--- src/hw/rtl/sem_pkg.sv ---
// shared types, constants and helper functions for the sobel edge magnitude block
// no dependencies

package sem_pkg;

	localparam int PIXEL_BITS = 8;
	localparam int MAX_WIDTH  = 1024;
	localparam int IN_W       = 8;
	localparam int CFG_W      = 11;
	localparam int EDGE_W     = 11;
	localparam int ADDR_W     = $clog2(MAX_WIDTH);
	localparam int CMP_W      = (ADDR_W + 1 > CFG_W) ? ADDR_W + 1 : CFG_W;
	localparam int MIN_WIDTH  = 3;
	localparam logic [CFG_W-1:0] WIDTH_RESET = CFG_W'(640);

	localparam int GRAD_W = PIXEL_BITS + 3;
	localparam int SUM_W  = 2 * (PIXEL_BITS + 2) + 1;
	localparam int ROOT_W = (SUM_W + 1) / 2;
	localparam int SQW    = 2 * ROOT_W;
	localparam int ITER_W = $clog2(ROOT_W + 1);
	localparam int CH_N   = 3;

	typedef logic [PIXEL_BITS-1:0] pix_t;
	typedef pix_t [CH_N-1:0] rgb_t;
	typedef logic [ADDR_W-1:0] addr_t;
	typedef logic signed [GRAD_W-1:0] grad_t;
	typedef logic [SUM_W-1:0] sum_t;
	typedef logic [ROOT_W-1:0] root_t;
	typedef logic [EDGE_W-1:0] edge_t;

	typedef struct packed {
		rgb_t two_back;
		rgb_t one_back;
	} lines_t;

	typedef struct packed {
		rgb_t a0;
		rgb_t a1;
		rgb_t a2;
		rgb_t b0;
		rgb_t b2;
		rgb_t c0;
		rgb_t c1;
		rgb_t c2;
	} nbhd_t;

	function automatic pix_t to_pix(input logic [IN_W-1:0] v);
		logic [PIXEL_BITS+IN_W-1:0] t;
		t = {{PIXEL_BITS{1'b0}}, v};
		return t[PIXEL_BITS-1:0];
	endfunction

	function automatic edge_t to_edge(input root_t v);
		logic [ROOT_W+EDGE_W-1:0] t;
		t = {{EDGE_W{1'b0}}, v};
		return t[EDGE_W-1:0];
	endfunction

endpackage

--- src/hw/rtl/sem_gradient.sv ---
// sobel gradients per channel, then squared sum, two register stages
// depends on sem_pkg

module sem_gradient
	import sem_pkg::*;
(
	input  logic             clk,
	input  logic             load_grad,
	input  logic             load_sq,
	input  nbhd_t            nbhd,
	output sum_t [CH_N-1:0]  sum_s2
);

	grad_t gx_s1 [CH_N];
	grad_t gy_s1 [CH_N];
	grad_t gx_c [CH_N];
	grad_t gy_c [CH_N];
	sum_t  sum_c [CH_N];

	function automatic grad_t ext(input pix_t p);
		return $signed({3'b000, p});
	endfunction

	always_comb begin
		grad_t a0, a1, a2, b0, b2, c0, c1, c2;
		logic signed [2*GRAD_W-1:0] sqx, sqy;
		for (int ch = 0; ch < CH_N; ch++) begin
			a0 = ext(nbhd.a0[ch]);
			a1 = ext(nbhd.a1[ch]);
			a2 = ext(nbhd.a2[ch]);
			b0 = ext(nbhd.b0[ch]);
			b2 = ext(nbhd.b2[ch]);
			c0 = ext(nbhd.c0[ch]);
			c1 = ext(nbhd.c1[ch]);
			c2 = ext(nbhd.c2[ch]);
			gx_c[ch] = (a2 - a0) + (b2 - b0) + (b2 - b0) + (c2 - c0);
			gy_c[ch] = (c0 + c1 + c1 + c2) - (a0 + a1 + a1 + a2);
			sqx = gx_s1[ch] * gx_s1[ch];
			sqy = gy_s1[ch] * gy_s1[ch];
			sum_c[ch] = {1'b0, sqx[SUM_W-2:0]} + {1'b0, sqy[SUM_W-2:0]};
		end
	end

	always_ff @(posedge clk) begin
		for (int ch = 0; ch < CH_N; ch++) begin
			if (load_grad) begin
				gx_s1[ch] <= gx_c[ch];
				gy_s1[ch] <= gy_c[ch];
			end
			if (load_sq) begin
				sum_s2[ch] <= sum_c[ch];
			end
		end
	end

endmodule

--- config.mk ---
export PLATFORM = sky130hd
export DESIGN_NAME = sem_gradient
export DESIGN_NICKNAME = d
export VERILOG_FILES = /design/src/hw/rtl/sem_pkg.sv /design/src/hw/rtl/sem_gradient.sv
export SDC_FILE = /design/constraint.sdc
export NUM_CORES = 2
export LEC_CHECK = 0
export BUFFER_PORTS_ARGS = -buffer_cell sky130_fd_sc_hd__buf_2
export CORE_AREA = 8 8 340 309
export DETAILED_ROUTE_END_ITERATION = 8
export DIE_AREA = 0 0 348 317
export PLACE_DENSITY_LB_ADDON = 0.1
export REMOVE_ABC_BUFFERS = 1
export SLEW_MARGIN = 5
export SYNTH_ARGS = -nofsm -noshare
export SYNTH_HDL_FRONTEND = slang
export SYNTH_SLANG_ARGS = --single-unit
--- constraint.sdc ---
create_clock -name clk -period 11.9 [get_ports clk]
set_input_delay 3.57 -clock clk [delete_from_list [all_inputs] [get_ports clk]]
set_output_delay 3.57 -clock clk [all_outputs]
set_load 0.1 [all_outputs]
---- Word level (Yosys, flattened, before mapping) ----
Memory sizes are Yosys's and may differ from the RTL's.
Index checks and enable logic that the tools add are counted.
Widths: inputs -> output; s select.
storage, ports and cells
  register bits after elaboration ......... 63
  latch bits .............................. 0
  RAM bits ................................ 66
  ROM bits ................................ 0
  input bits .............................. 195
  output and inout port bits .............. 63
  memories kept ........................... 2
memories
  memory  depth  bits a word  read ports  clocked after Yosys merged registers in  wr ports  RTL line            RTL
  gx_s1   3      11           3           0                                        3         sem_gradient.sv:14  grad_t gx_s1 [CH_N];
  gy_s1   3      11           3           0                                        3         sem_gradient.sv:15  grad_t gy_s1 [CH_N];
operators by class
  add/sub/neg operators ................... 42
  multiply operators ...................... 6
  div/mod/pow operators ................... 0
  magnitude comparators ................... 0
  eq/ne operators ......................... 0
  shift operators ......................... 0
  muxes and demuxes ....................... 2
  bitwise logic cells ..................... 0
  reduce and logical (&&, ||, !) cells .... 0
operators by type and width
  operator        count
  $mul 11x11->20  6
  $sub 8x8->9     9
  $add 10x8->11   6
  $add 20x20->21  3
  $add 9x8->10    6
  $add 8x8->9     6
  $add 10x9->11   3
  $add 11x9->11   3
  $sub 11x11->11  3
  $add 9x9->10    3
  $mux 1          2

---- Longest topological paths before layout ----
  depth in word-level cells ............... 4
  gate-level depth with buffers ........... 28
  depth with buffers taken out ............ 28

---- Least setup slack after synthesis ----
OpenSTA, ideal clock, no wires.
  kind .................................... in2reg
  from .................................... input nbhd[1] (netlist name)
  to ...................................... memory gy_s1[0][9] (netlist name), data pin
  arrival time ............................ 6998 ps
  path slack .............................. 4636 ps
  stages .................................. 18
  buffers on the path ..................... 0
  cells stage by stage .................... inv_1 fa_1 fa_1 inv_1 fa_1 inv_1 fa_1 inv_1 ha_1 inv_1 fa_1 inv_1 a21oi_1 o21bai_1 a21o_1 a21oi_1 o21ai_0 xor2_1
RTL lines
  item                RTL line            RTL
  start: declaration  sem_gradient.sv:10  input nbhd_t nbhd,
  end: declaration    sem_gradient.sv:15

==> results.yml <==
outcome:
  status: "complete, no violations"
synthesis:
  synth_ff_type: "edfxtp_1"
  syn_area_um2: 37370
  synth_area_per_cell_um2: 9.412
  yosys_warnings: 0
  synth-seq-cells: 129
  synth-edff-count: 129
  synthArstFlopShare_pct: 0
  syn_inst: 3970
  yosysSeqAreaShare_pct: 10.37
  synth_cell_type_count: 61
cts:
  post_cts_buffers: 0
  cts-hold-fix-buffers: 0
  insertion_delay_ns: 0.51
  cts_buffer_depth: 2
  cts.clk_slew.worst_paths_ns: 0.08
  cts_root_buffer: "clkbuf_16"
  cts_max_level: 4
  cts_tree: "done"
  numCtsBuffers: 17
  numClockSinks: 129
  cts_resized: 0
detailed_routing:
  vias_per_cell: 4.564
  wl_mm: 88.71
  drt_pre_antenna_iters: 5
  ant_nets: 0
  num_vias: 25370
  drt-initial-drc-count: 998
  wl_per_cell_um: 15.96
  drc_errors: 0
timing:
  worstMarginPinSlew_ns: 0.8216
  drv_slew: 0
  slew_headroom_pct: 45.23
  skew_ns: 0.02044
  period_share_pct: 61.56
  rsz0062_at_grt: "no"
  fin_setup_tns_ns: 0
  clock.fmax_ghz: 0.1365
  fin_crit_ns: 7.326
  hold_violations: 0
  setup_violations: 0
cells_and_area:
  finalNetCount: 5553
  area_growth_pct: 9.211
  layout_commonest_cell: "inv_1"
  final_layout_size_suffix_gt1_share_pct: 7.479
  layout.cells.most_common_list: "inv_1 (1103), fa_1 (699), ha_1 (459)"
  stdcell_area_um2: 40810
critical_path:
  worst-path-max-fanout: 11
  start_kind: "register"
  crit_arrival_ns: 7.53
  worst-setup-path-type: "register to register"
  required_ns: 12.11
  end_kind: "register"
global_route:
  grt_max_degree: 54
  track_usage_pct: 16.97
  antenna_found_initial: 2
  first_global_vias: 27770
  overflow: 0
  grt_pass1_wl_mm: 148.1
placement:
  dpl_cell_area_um2: 40170
  io_buffers: 257
  globalplace.congestion: 0.8455
  hpwl_mm: 79.19
floorplanning:
  die_height_um: 317
  ios: 258
  start_util_pct: 37.66
  die_area_um2: 110300
  die_width_um: 348
  coreArea_um2: 99230
  rows: 110
hold_path:
  hp-class: "register to register"
job:
  cap_violations: 0
cell usage after synthesis, types with 7 or more instances:
library cell | n | area [µm²]
a21o_1 | 67 | 503.0
clkbuf_1 | 48 | 180.2
edfxtp_1 | 129 | 3874
o21bai_1 | 30 | 225.2
nand2_1 | 240 | 900.9
nand3_1 | 32 | 160.2
or3_1 | 13 | 81.33
a211oi_1 | 11 | 82.58
nor2_1 | 123 | 461.7
nor2b_1 | 75 | 469.2
a21oi_1 | 166 | 830.8
xor2_1 | 70 | 613.1
fa_1 | 699 | 13990
a31o_2 | 12 | 105.1
inv_1 | 1103 | 4140
o21ai_1 | 48 | 240.2
o21a_1 | 33 | 247.7
and2_1 | 129 | 807.0
mux2i_1 | 7 | 70.07
ha_1 | 459 | 5743
a31oi_1 | 17 | 106.4
xnor2_1 | 235 | 2058
nor4_1 | 11 | 68.82
a21boi_1 | 9 | 67.56
nand2b_1 | 38 | 237.7
or2_2 | 8 | 50.05
nand4_1 | 8 | 50.05
nor3_1 | 25 | 125.1
and3_1 | 11 | 68.82
o21ai_0 | 47 | 235.2
worst max-delay path, cell delays in order (launching register included):
cell       delay [ns]
edfxtp_1         0.63
inv_1            0.21
nor2_1           0.29
fa_1             0.46
fa_1             0.44
fa_1             0.52
fa_1             0.54
inv_1            0.05
fa_1             0.48
inv_1            0.04
ha_1             0.35
nand2_1          0.11
nor4_1           0.52
nor3_1           0.13
nor3_1           0.24
xor2_1           0.30
ha_1             0.35
o21ai_0          0.38
nor3b_1          0.10
a2111oi_0        0.38
or3b_1           0.49
routing by layer:
layer | part of all wire (%) | GRT usage (%)
met5 | 0 | 0
met2 | 47 | 28.54
met4 | 2.0 | 3.891
met1 | 48 | 23.20
met3 | 3.3 | 2.453
sequential cells by signal, summed over array words and instances (netlist names):
register  cells
gx_s1        33
gy_s1        33
sum_s2       63
worst paths after layout:
kind | startpoint | end | slack, ns | cells after the start
max reg2reg | gx_s1[0][26]$_DFFE_PP_ | sum_s2[61]$_DFFE_PP_ | 4.57 | 20
max | gx_s1[0][26]$_DFFE_PP_ | sum_s2[61]$_DFFE_PP_ | 4.57 | 20
min | gy_s1[0][22]$_DFFE_PP_ | sum_s2[42]$_DFFE_PP_ | 0.85 | 1
min reg2reg | gy_s1[0][22]$_DFFE_PP_ | sum_s2[42]$_DFFE_PP_ | 0.85 | 1
cell type report:
type | instances | area (µm²)
flip-flops and latches | 129 | 3874
multi-input cells | 2689 | 29170
well taps | 1344 | 1682
repair buffers | 259 | 1306
inverters | 1104 | 4144
fillers | 10070 | 58420
diodes | 2 | 5.005
clock inverters | 14 | 203.9
clock buffers | 17 | 425.4
metrics by stage:
step | utilization [%] | setup slack (ns) | hold WS [ns] | std cells
floorplan | - | 4.636 | 0.6656 | 3922
global placement | 40.49 | 4.277 | 0.8105 | 5525
detailed placement | 40.49 | 4.251 | 0.8170 | 5525
CTS | 41.12 | 4.532 | 0.8385 | 5556
global route | 41.12 | 4.139 | 0.8899 | 5556
finish | 41.12 | 4.574 | 0.8468 | 5558
kinds of logic after synthesis:
| family | share of synthesized area, % |
|---|---|
| muxes | 0.1875 |
| xor gates and xnor gates | 7.149 |
| AOI/OAI and AO/OA | 8.204 |
| and+or+nand+nor | 9.704 |
| buffers and inverters | 11.57 |
| DFF | 10.37 |
| adders and majority gates | 52.82 |
Power is not shown: default switching activity piles up to over one toggle a cycle in this logic, so the estimate is an artifact.
