===== src/hw/rtl/sem_pkg.sv =====
// shared types, constants and helper functions for the sobel edge magnitude block
// no dependencies

package sem_pkg;

	localparam int PIXEL_BITS = 8;
	localparam int MAX_WIDTH  = 1024;
	localparam int IN_W       = 8;
	localparam int CFG_W      = 11;
	localparam int EDGE_W     = 11;
	localparam int ADDR_W     = $clog2(MAX_WIDTH);
	localparam int CMP_W      = (ADDR_W + 1 > CFG_W) ? ADDR_W + 1 : CFG_W;
	localparam int MIN_WIDTH  = 3;
	localparam logic [CFG_W-1:0] WIDTH_RESET = CFG_W'(640);

	localparam int GRAD_W = PIXEL_BITS + 3;
	localparam int SUM_W  = 2 * (PIXEL_BITS + 2) + 1;
	localparam int ROOT_W = (SUM_W + 1) / 2;
	localparam int SQW    = 2 * ROOT_W;
	localparam int ITER_W = $clog2(ROOT_W + 1);
	localparam int CH_N   = 3;

	typedef logic [PIXEL_BITS-1:0] pix_t;
	typedef pix_t [CH_N-1:0] rgb_t;
	typedef logic [ADDR_W-1:0] addr_t;
	typedef logic signed [GRAD_W-1:0] grad_t;
	typedef logic [SUM_W-1:0] sum_t;
	typedef logic [ROOT_W-1:0] root_t;
	typedef logic [EDGE_W-1:0] edge_t;

	typedef struct packed {
		rgb_t two_back;
		rgb_t one_back;
	} lines_t;

	typedef struct packed {
		rgb_t a0;
		rgb_t a1;
		rgb_t a2;
		rgb_t b0;
		rgb_t b2;
		rgb_t c0;
		rgb_t c1;
		rgb_t c2;
	} nbhd_t;

	function automatic pix_t to_pix(input logic [IN_W-1:0] v);
		logic [PIXEL_BITS+IN_W-1:0] t;
		t = {{PIXEL_BITS{1'b0}}, v};
		return t[PIXEL_BITS-1:0];
	endfunction

	function automatic edge_t to_edge(input root_t v);
		logic [ROOT_W+EDGE_W-1:0] t;
		t = {{EDGE_W{1'b0}}, v};
		return t[EDGE_W-1:0];
	endfunction

endpackage


===== src/hw/rtl/sem_isqrt.sv =====
// iterative integer square root, one result bit per step
// depends on sem_pkg

module sem_isqrt
	import sem_pkg::*;
(
	input  logic  clk,
	input  logic  load,
	input  logic  step,
	input  sum_t  value,
	output root_t root
);

	logic [SQW-1:0] rem_q;
	logic [SQW-1:0] root_q;
	logic [SQW-1:0] bit_q;
	logic [SQW-1:0] trial;

	assign trial = root_q + bit_q;
	assign root  = root_q[ROOT_W-1:0];

	always_ff @(posedge clk) begin
		if (load) begin
			rem_q  <= SQW'(value);
			root_q <= '0;
			bit_q  <= SQW'(1) << (SQW - 2);
		end else if (step) begin
			if (rem_q >= trial) begin
				rem_q  <= rem_q - trial;
				root_q <= (root_q >> 1) + bit_q;
			end else begin
				root_q <= root_q >> 1;
			end
			bit_q <= bit_q >> 2;
		end
	end

endmodule


===== config.mk =====
export PLATFORM = sky130hd
export DESIGN_NAME = sem_isqrt
export DESIGN_NICKNAME = d
export VERILOG_FILES = /design/src/hw/rtl/sem_pkg.sv /design/src/hw/rtl/sem_isqrt.sv
export SDC_FILE = /design/constraint.sdc
export NUM_CORES = 1
export LEC_CHECK = 0
export ABC_CLOCK_PERIOD_IN_PS = 17320
export BUFFER_PORTS_ARGS = -buffer_cell sky130_fd_sc_hd__buf_2
export CAP_MARGIN = 20
export CORE_MARGIN = 2
export CORE_UTILIZATION = 30
export DETAILED_ROUTE_END_ITERATION = 16
export GPL_TIMING_DRIVEN = 0
export SLEW_MARGIN = 20
export SYNTH_ARGS = -nofsm -noshare
export SYNTH_HDL_FRONTEND = slang
export SYNTH_SLANG_ARGS = --single-unit

===== constraint.sdc =====
create_clock -name clk -period 17.32 [get_ports clk]
set_input_delay 3.464 -clock clk [delete_from_list [all_inputs] [get_ports clk]]
set_output_delay 3.464 -clock clk [all_outputs]
set_load 0.02 [all_outputs]

Word level (Yosys, flattened, before mapping)

Index checks and enable logic that the tools add are counted.

Multipliers: 0
Div/mod/pow operators: 0
Order comparisons: 1
Reduce and logical (&&, ||, !) cells: 4
Bitwise logic cells: 0
Shift operators: 0
Mux-type cells: 4
Eq/ne operators: 0
$add $sub $neg: 3

Operators by type and width:

| cell                    | number |
|---|---|
| two-way mux 21 bit      | 3 |
| adder 21 x 21 -> 22 bit | 1 |
| adder 22 x 21 -> 22 bit | 1 |
| >= comparator 22 bit    | 1 |
| two-way mux 22 bit      | 1 |
| subtractor 22 bit       | 1 |
| AND reduction 2 bit     | 2 |
| nonzero test 2 bit      | 2 |

Bits in latches: 0
Bits in writable memories: 0
Word-level logic and storage cells: 16
Bits in read-only memories: 0
Memories kept: 0
Output and inout bits: 11
Bits of input ports: 24
Register bits: 55

Longest topological paths before layout

Depth in word-level cells: 5
Depth in mapped cells: 20
Depth with buffers taken out: 17

Worst setup path before layout

OpenSTA, ideal clock, no wires.

Path kind: input -> register
Start: input port step
End: register rem_q[0], enable pin
Setup time: 0.428 ns
Arrival: 5.678 ns
Path slack: 11.213 ns
Stages on the path: 4
Path buffers: 2
Data required time: 16.892 ns
Path through: clkbuf_1 -> clkbuf_1 -> inv_1 -> o21ai_0

Cells in the longest elaborated chain, start to end: 2

RTL lines:

| what                          | RTL line        | RTL |
|---|---|---|
| start: declaration            | sem_isqrt.sv:9  | `input logic step,` |
| nonzero test 2 bit (no line)  | n/a             |  |
| AND reduction 2 bit (no line) | n/a             |  |
| end signal: assignment        | sem_isqrt.sv:24 | `rem_q <= SQW'(value);` |
| end signal: assignment        | sem_isqrt.sv:29 | `rem_q <= rem_q - trial;` |
| end: declaration              | sem_isqrt.sv:14 | `logic [SQW-1:0] rem_q;` |

Every way passes these cells.
A chain may end at the register's enable or synchronous reset.

Worst setup path in the final report

Start: register root_q[2]
End: register rem_q[9], enable pin

Cells in the longest elaborated chain, start to end: 4

RTL lines:

| what                          | RTL line        | RTL |
|---|---|---|
| start: declaration            | sem_isqrt.sv:15 | `logic [SQW-1:0] root_q;` |
| start signal: assignment      | sem_isqrt.sv:30 | `root_q <= (root_q >> 1) + bit_q;` |
| start signal: assignment      | sem_isqrt.sv:32 | `root_q <= root_q >> 1;` |
| adder 22 x 21 -> 22 bit       | sem_isqrt.sv:19 | `assign trial = root_q + bit_q;` |
| >= comparator 22 bit          | sem_isqrt.sv:28 | `if (rem_q >= trial) begin` |
| nonzero test 2 bit (no line)  | n/a             |  |
| AND reduction 2 bit (no line) | n/a             |  |

Every way passes these cells.

==> results_dict.tcl <==
set metrics [dict create \
    cts_resized 0 \
    grt_pass1_vias 4263 \
    period_needed_ns 5.234 \
    overflow 0 \
    maxSlewViolCount 0 \
    syn_nets 655 \
    drive_above_1_share_pct 13.76 \
    num_rows 46 \
    antenna_left 0 \
    worstMarginPinSlew_ns 0.8690 \
    grt_pass1_wl_mm 21.99 \
    clockRootBuffer "clkbuf_16" \
    clock_latency_ns 0.31 \
    cts_setup_buffers 0 \
    core_um2 16000 \
    slew_headroom_pct 42.07 \
    wl_mm 13.23 \
    cts_tree "yes" \
    yosysSeqAreaShare_pct 26.48 \
    ios 35 \
    vias_per_cell 5.257 \
    antenna_found_initial 0 \
    die_w_um 132.5 \
    syn2layout_area_growth_pct 13.01 \
    synth_top_area_cell "dfxtp_1" \
    crit_required_ns 17.34 \
    vdd_drop_max_mv 0.08062 \
    synth.area.top_cells "dfxtp_1 14%, edfxtp_1 13%, ha_1 12%" \
    drtIter0Drc 354 \
    fin_setup_tns_ns 0 \
    synth_cells 584 \
    cts.path.max_buffers 2 \
    gp_congestion 0.8820 \
    firstDrtPassIters 4 \
    hold_path.class "reg2reg" \
    synth-async-reset-ratio_pct 0 \
    p_sw_share_pct 45.82 \
    syn_avg_cell_area_um2 8.478 \
    worstSetupStartpointType "register" \
    cp.arrival_ns 5.26 \
    synthFlopType "dfxtp_1" \
    drc_errors 0 \
    cts_buffers 5 \
    die_height_um 132.5 \
    seq_power_share_pct 23.3 \
    grt_max_degree 21 \
    yosys.cell_types.count 68 \
    synth_edf_count 21 \
    synth_seq_cells 55 \
    cp-end-kind "register" \
    rsz0062_at_grt "no" \
    crit_fanout 20 \
    wl_per_cell_um 15.73 \
    antenna_cells 0 \
    leakage_nw 2.184 \
    status "finished clean" \
    internal-power_w 0.0004967 \
    drv_cap 0 \
    fin_crit_sh_pct 30.22 \
    max_freq_ghz 0.1911 \
    fillCellCount 1700 \
    io_buffers 32 \
    power.density_nw_per_um2 163.8 \
    crit_type "reg2reg" \
    grt_util_all_layers_pct 15.56 \
    path_clk_slew_ns 0.08 \
    cts_max_level 2 \
    combPwrFrac_pct 62.9 \
    postCtsHoldBufs 0 \
    initial_core_util_pct 30.94 \
    syn-cell-area_um2 4951 \
    hpwl_mm 9.955 \
    final.setup_skew_ns 0.007494 \
    clock-sinks 55 \
    die_area_um2 17550 \
    synth.top_cell.area_share_pct 13.75 \
    clockPowerShare_pct 13.8 \
    via_count 4421 \
    hold_viol 0 \
    p_total_w 0.0009167 \
    setup-violations-final 0 \
    ys.warnings.count 0 \
    switchingPower_w 0.0004200 \
    finalNetCount 695 \
]
## worst paths after layout
kind	slack, ns	to	startpoint	cells past startpoint
worst min-delay path	0.50	rem_q[21]	rem_q[21]	2
worst max-delay path	12.09	rem_q[9]	root_q[2]	18
worst max register to register	12.09	rem_q[9]	root_q[2]	18
worst min register to register	0.50	rem_q[21]	rem_q[21]	2
## power by group through the flow
stage / Clock (W) / Sequential [W] / Combinational (W)
2_1_floorplan: 0 / 0.000206 / 0.000448
3_3_place_gp: 0 / 0.000217 / 0.000561
3_5_place_dp: 0 / 0.000215 / 0.000569
4_1_cts: 0.000128 / 0.000213 / 0.000571
5_1_grt: 0.000132 / 0.000219 / 0.000647
6_report: 0.000126 / 0.000214 / 0.000577
## layout make-up
type / count / area, µm² / area share (%)
Multi-Input combinational cell: 474 / 3361 / 60.06
Inverter: 20 / 75.07 / 1.342
Clock buffer: 5 / 125.1 / 2.236
Tap cell: 216 / 270.3 / 4.830
Timing Repair Buffer: 33 / 187.7 / 3.354
Sequential cell: 55 / 1311 / 23.43
Clock inverter: 3 / 50.05 / 0.8945
Buffer: 35 / 215.2 / 3.846
## synth_stat cells (4+ instances only)
| cell type | number |
|---|---|
| nor2_1 | 58 |
| nand2_1 | 52 |
| ha_1 | 46 |
| dfxtp_1 | 34 |
| o21ai_0 | 31 |
| a21oi_1 | 26 |
| edfxtp_1 | 21 |
| mux2i_1 | 21 |
| xor2_1 | 20 |
| inv_1 | 19 |
| nand3_1 | 17 |
| clkbuf_1 | 16 |
| xnor2_1 | 16 |
| a31oi_1 | 15 |
| nor3_1 | 12 |
| buf_4 | 11 |
| o21ai_1 | 11 |
| o31ai_1 | 11 |
| or3_1 | 11 |
| a211oi_1 | 10 |
| a311oi_2 | 9 |
| nand4_1 | 9 |
| nor2b_1 | 6 |
| a21o_1 | 5 |
| mux2_2 | 5 |
| nand2b_1 | 5 |
| nor4_1 | 5 |
| o21a_1 | 5 |
| o311ai_0 | 5 |
| and3_1 | 4 |
| buf_1 | 4 |
| nor3b_1 | 4 |
| o21bai_1 | 4 |
## critical path: stages (launching register included)
cell,delay (ns)
dfxtp_1,0.47
ha_1,0.32
a21o_1,0.19
a31o_2,0.25
a31o_2,0.26
a311o_1,0.38
a2111o_1,0.43
nand3_1,0.12
xor2_1,0.09
ha_1,0.40
nand3_1,0.17
nor4_1,0.52
a21oi_1,0.14
o221ai_1,0.28
o41ai_4,0.16
buf_6,0.20
buf_6,0.16
o21ai_4,0.20
buf_16,0.20
## per-layer routing
metal	GRT usage [%]	wire, µm	vias up
met5	0	0	-
met4	5.854	333	0
met3	2.989	579	23
met2	24.53	5758	99
met1	21.09	6555	2033
li1	-	-	2266
## through the flow
stage                     cells  utilization [%]  instance area, µm²  worst slack (ns)  hold WS [ns]
after floorplan             584                -                4951             11.21        0.4614
after global placement      832            33.63                5381             9.679        0.4812
after detailed placement    833            33.88                5420             11.92        0.4849
after CTS                   841            34.97                5595             12.13        0.4988
after global routing        841            34.97                5595             11.84        0.5618
final                       841            34.97                5595             12.09        0.5018
## state kept, by name, indices dropped and copies added, names as in the netlist
| register | cells |
|---|---|
| root_q | 22 |
| bit_q | 11 |
| rem_q | 22 |
## cell families (layout without fill, tap and decap cells)
group	after synthesis	count (layout)	synth area share [%]
multiplexers	26	26	5.383
adder cells (fa/ha/maj)	47	47	12.03
buffers and inverters	55	96	5.863
XOR/XNOR	36	36	6.368
AO/OA/AOI/OAI	170	170	25.22
AND/OR/NAND/NOR	195	195	18.65
flip-flops	55	55	26.48
## cells in the final DEF, fill, tap and decap left out, types with 16 or more instances in the layout
cell,count
inv_1,19
clkbuf_1,16
nand2_1,52
buf_2,32
o21ai_0,30
nand3_1,17
edfxtp_1,21
ha_1,46
xnor2_1,16
dfxtp_1,34
a21oi_1,26
mux2i_1,21
nor2_1,58
xor2_1,20
Note: power is estimated with default switching activity, not from simulation.
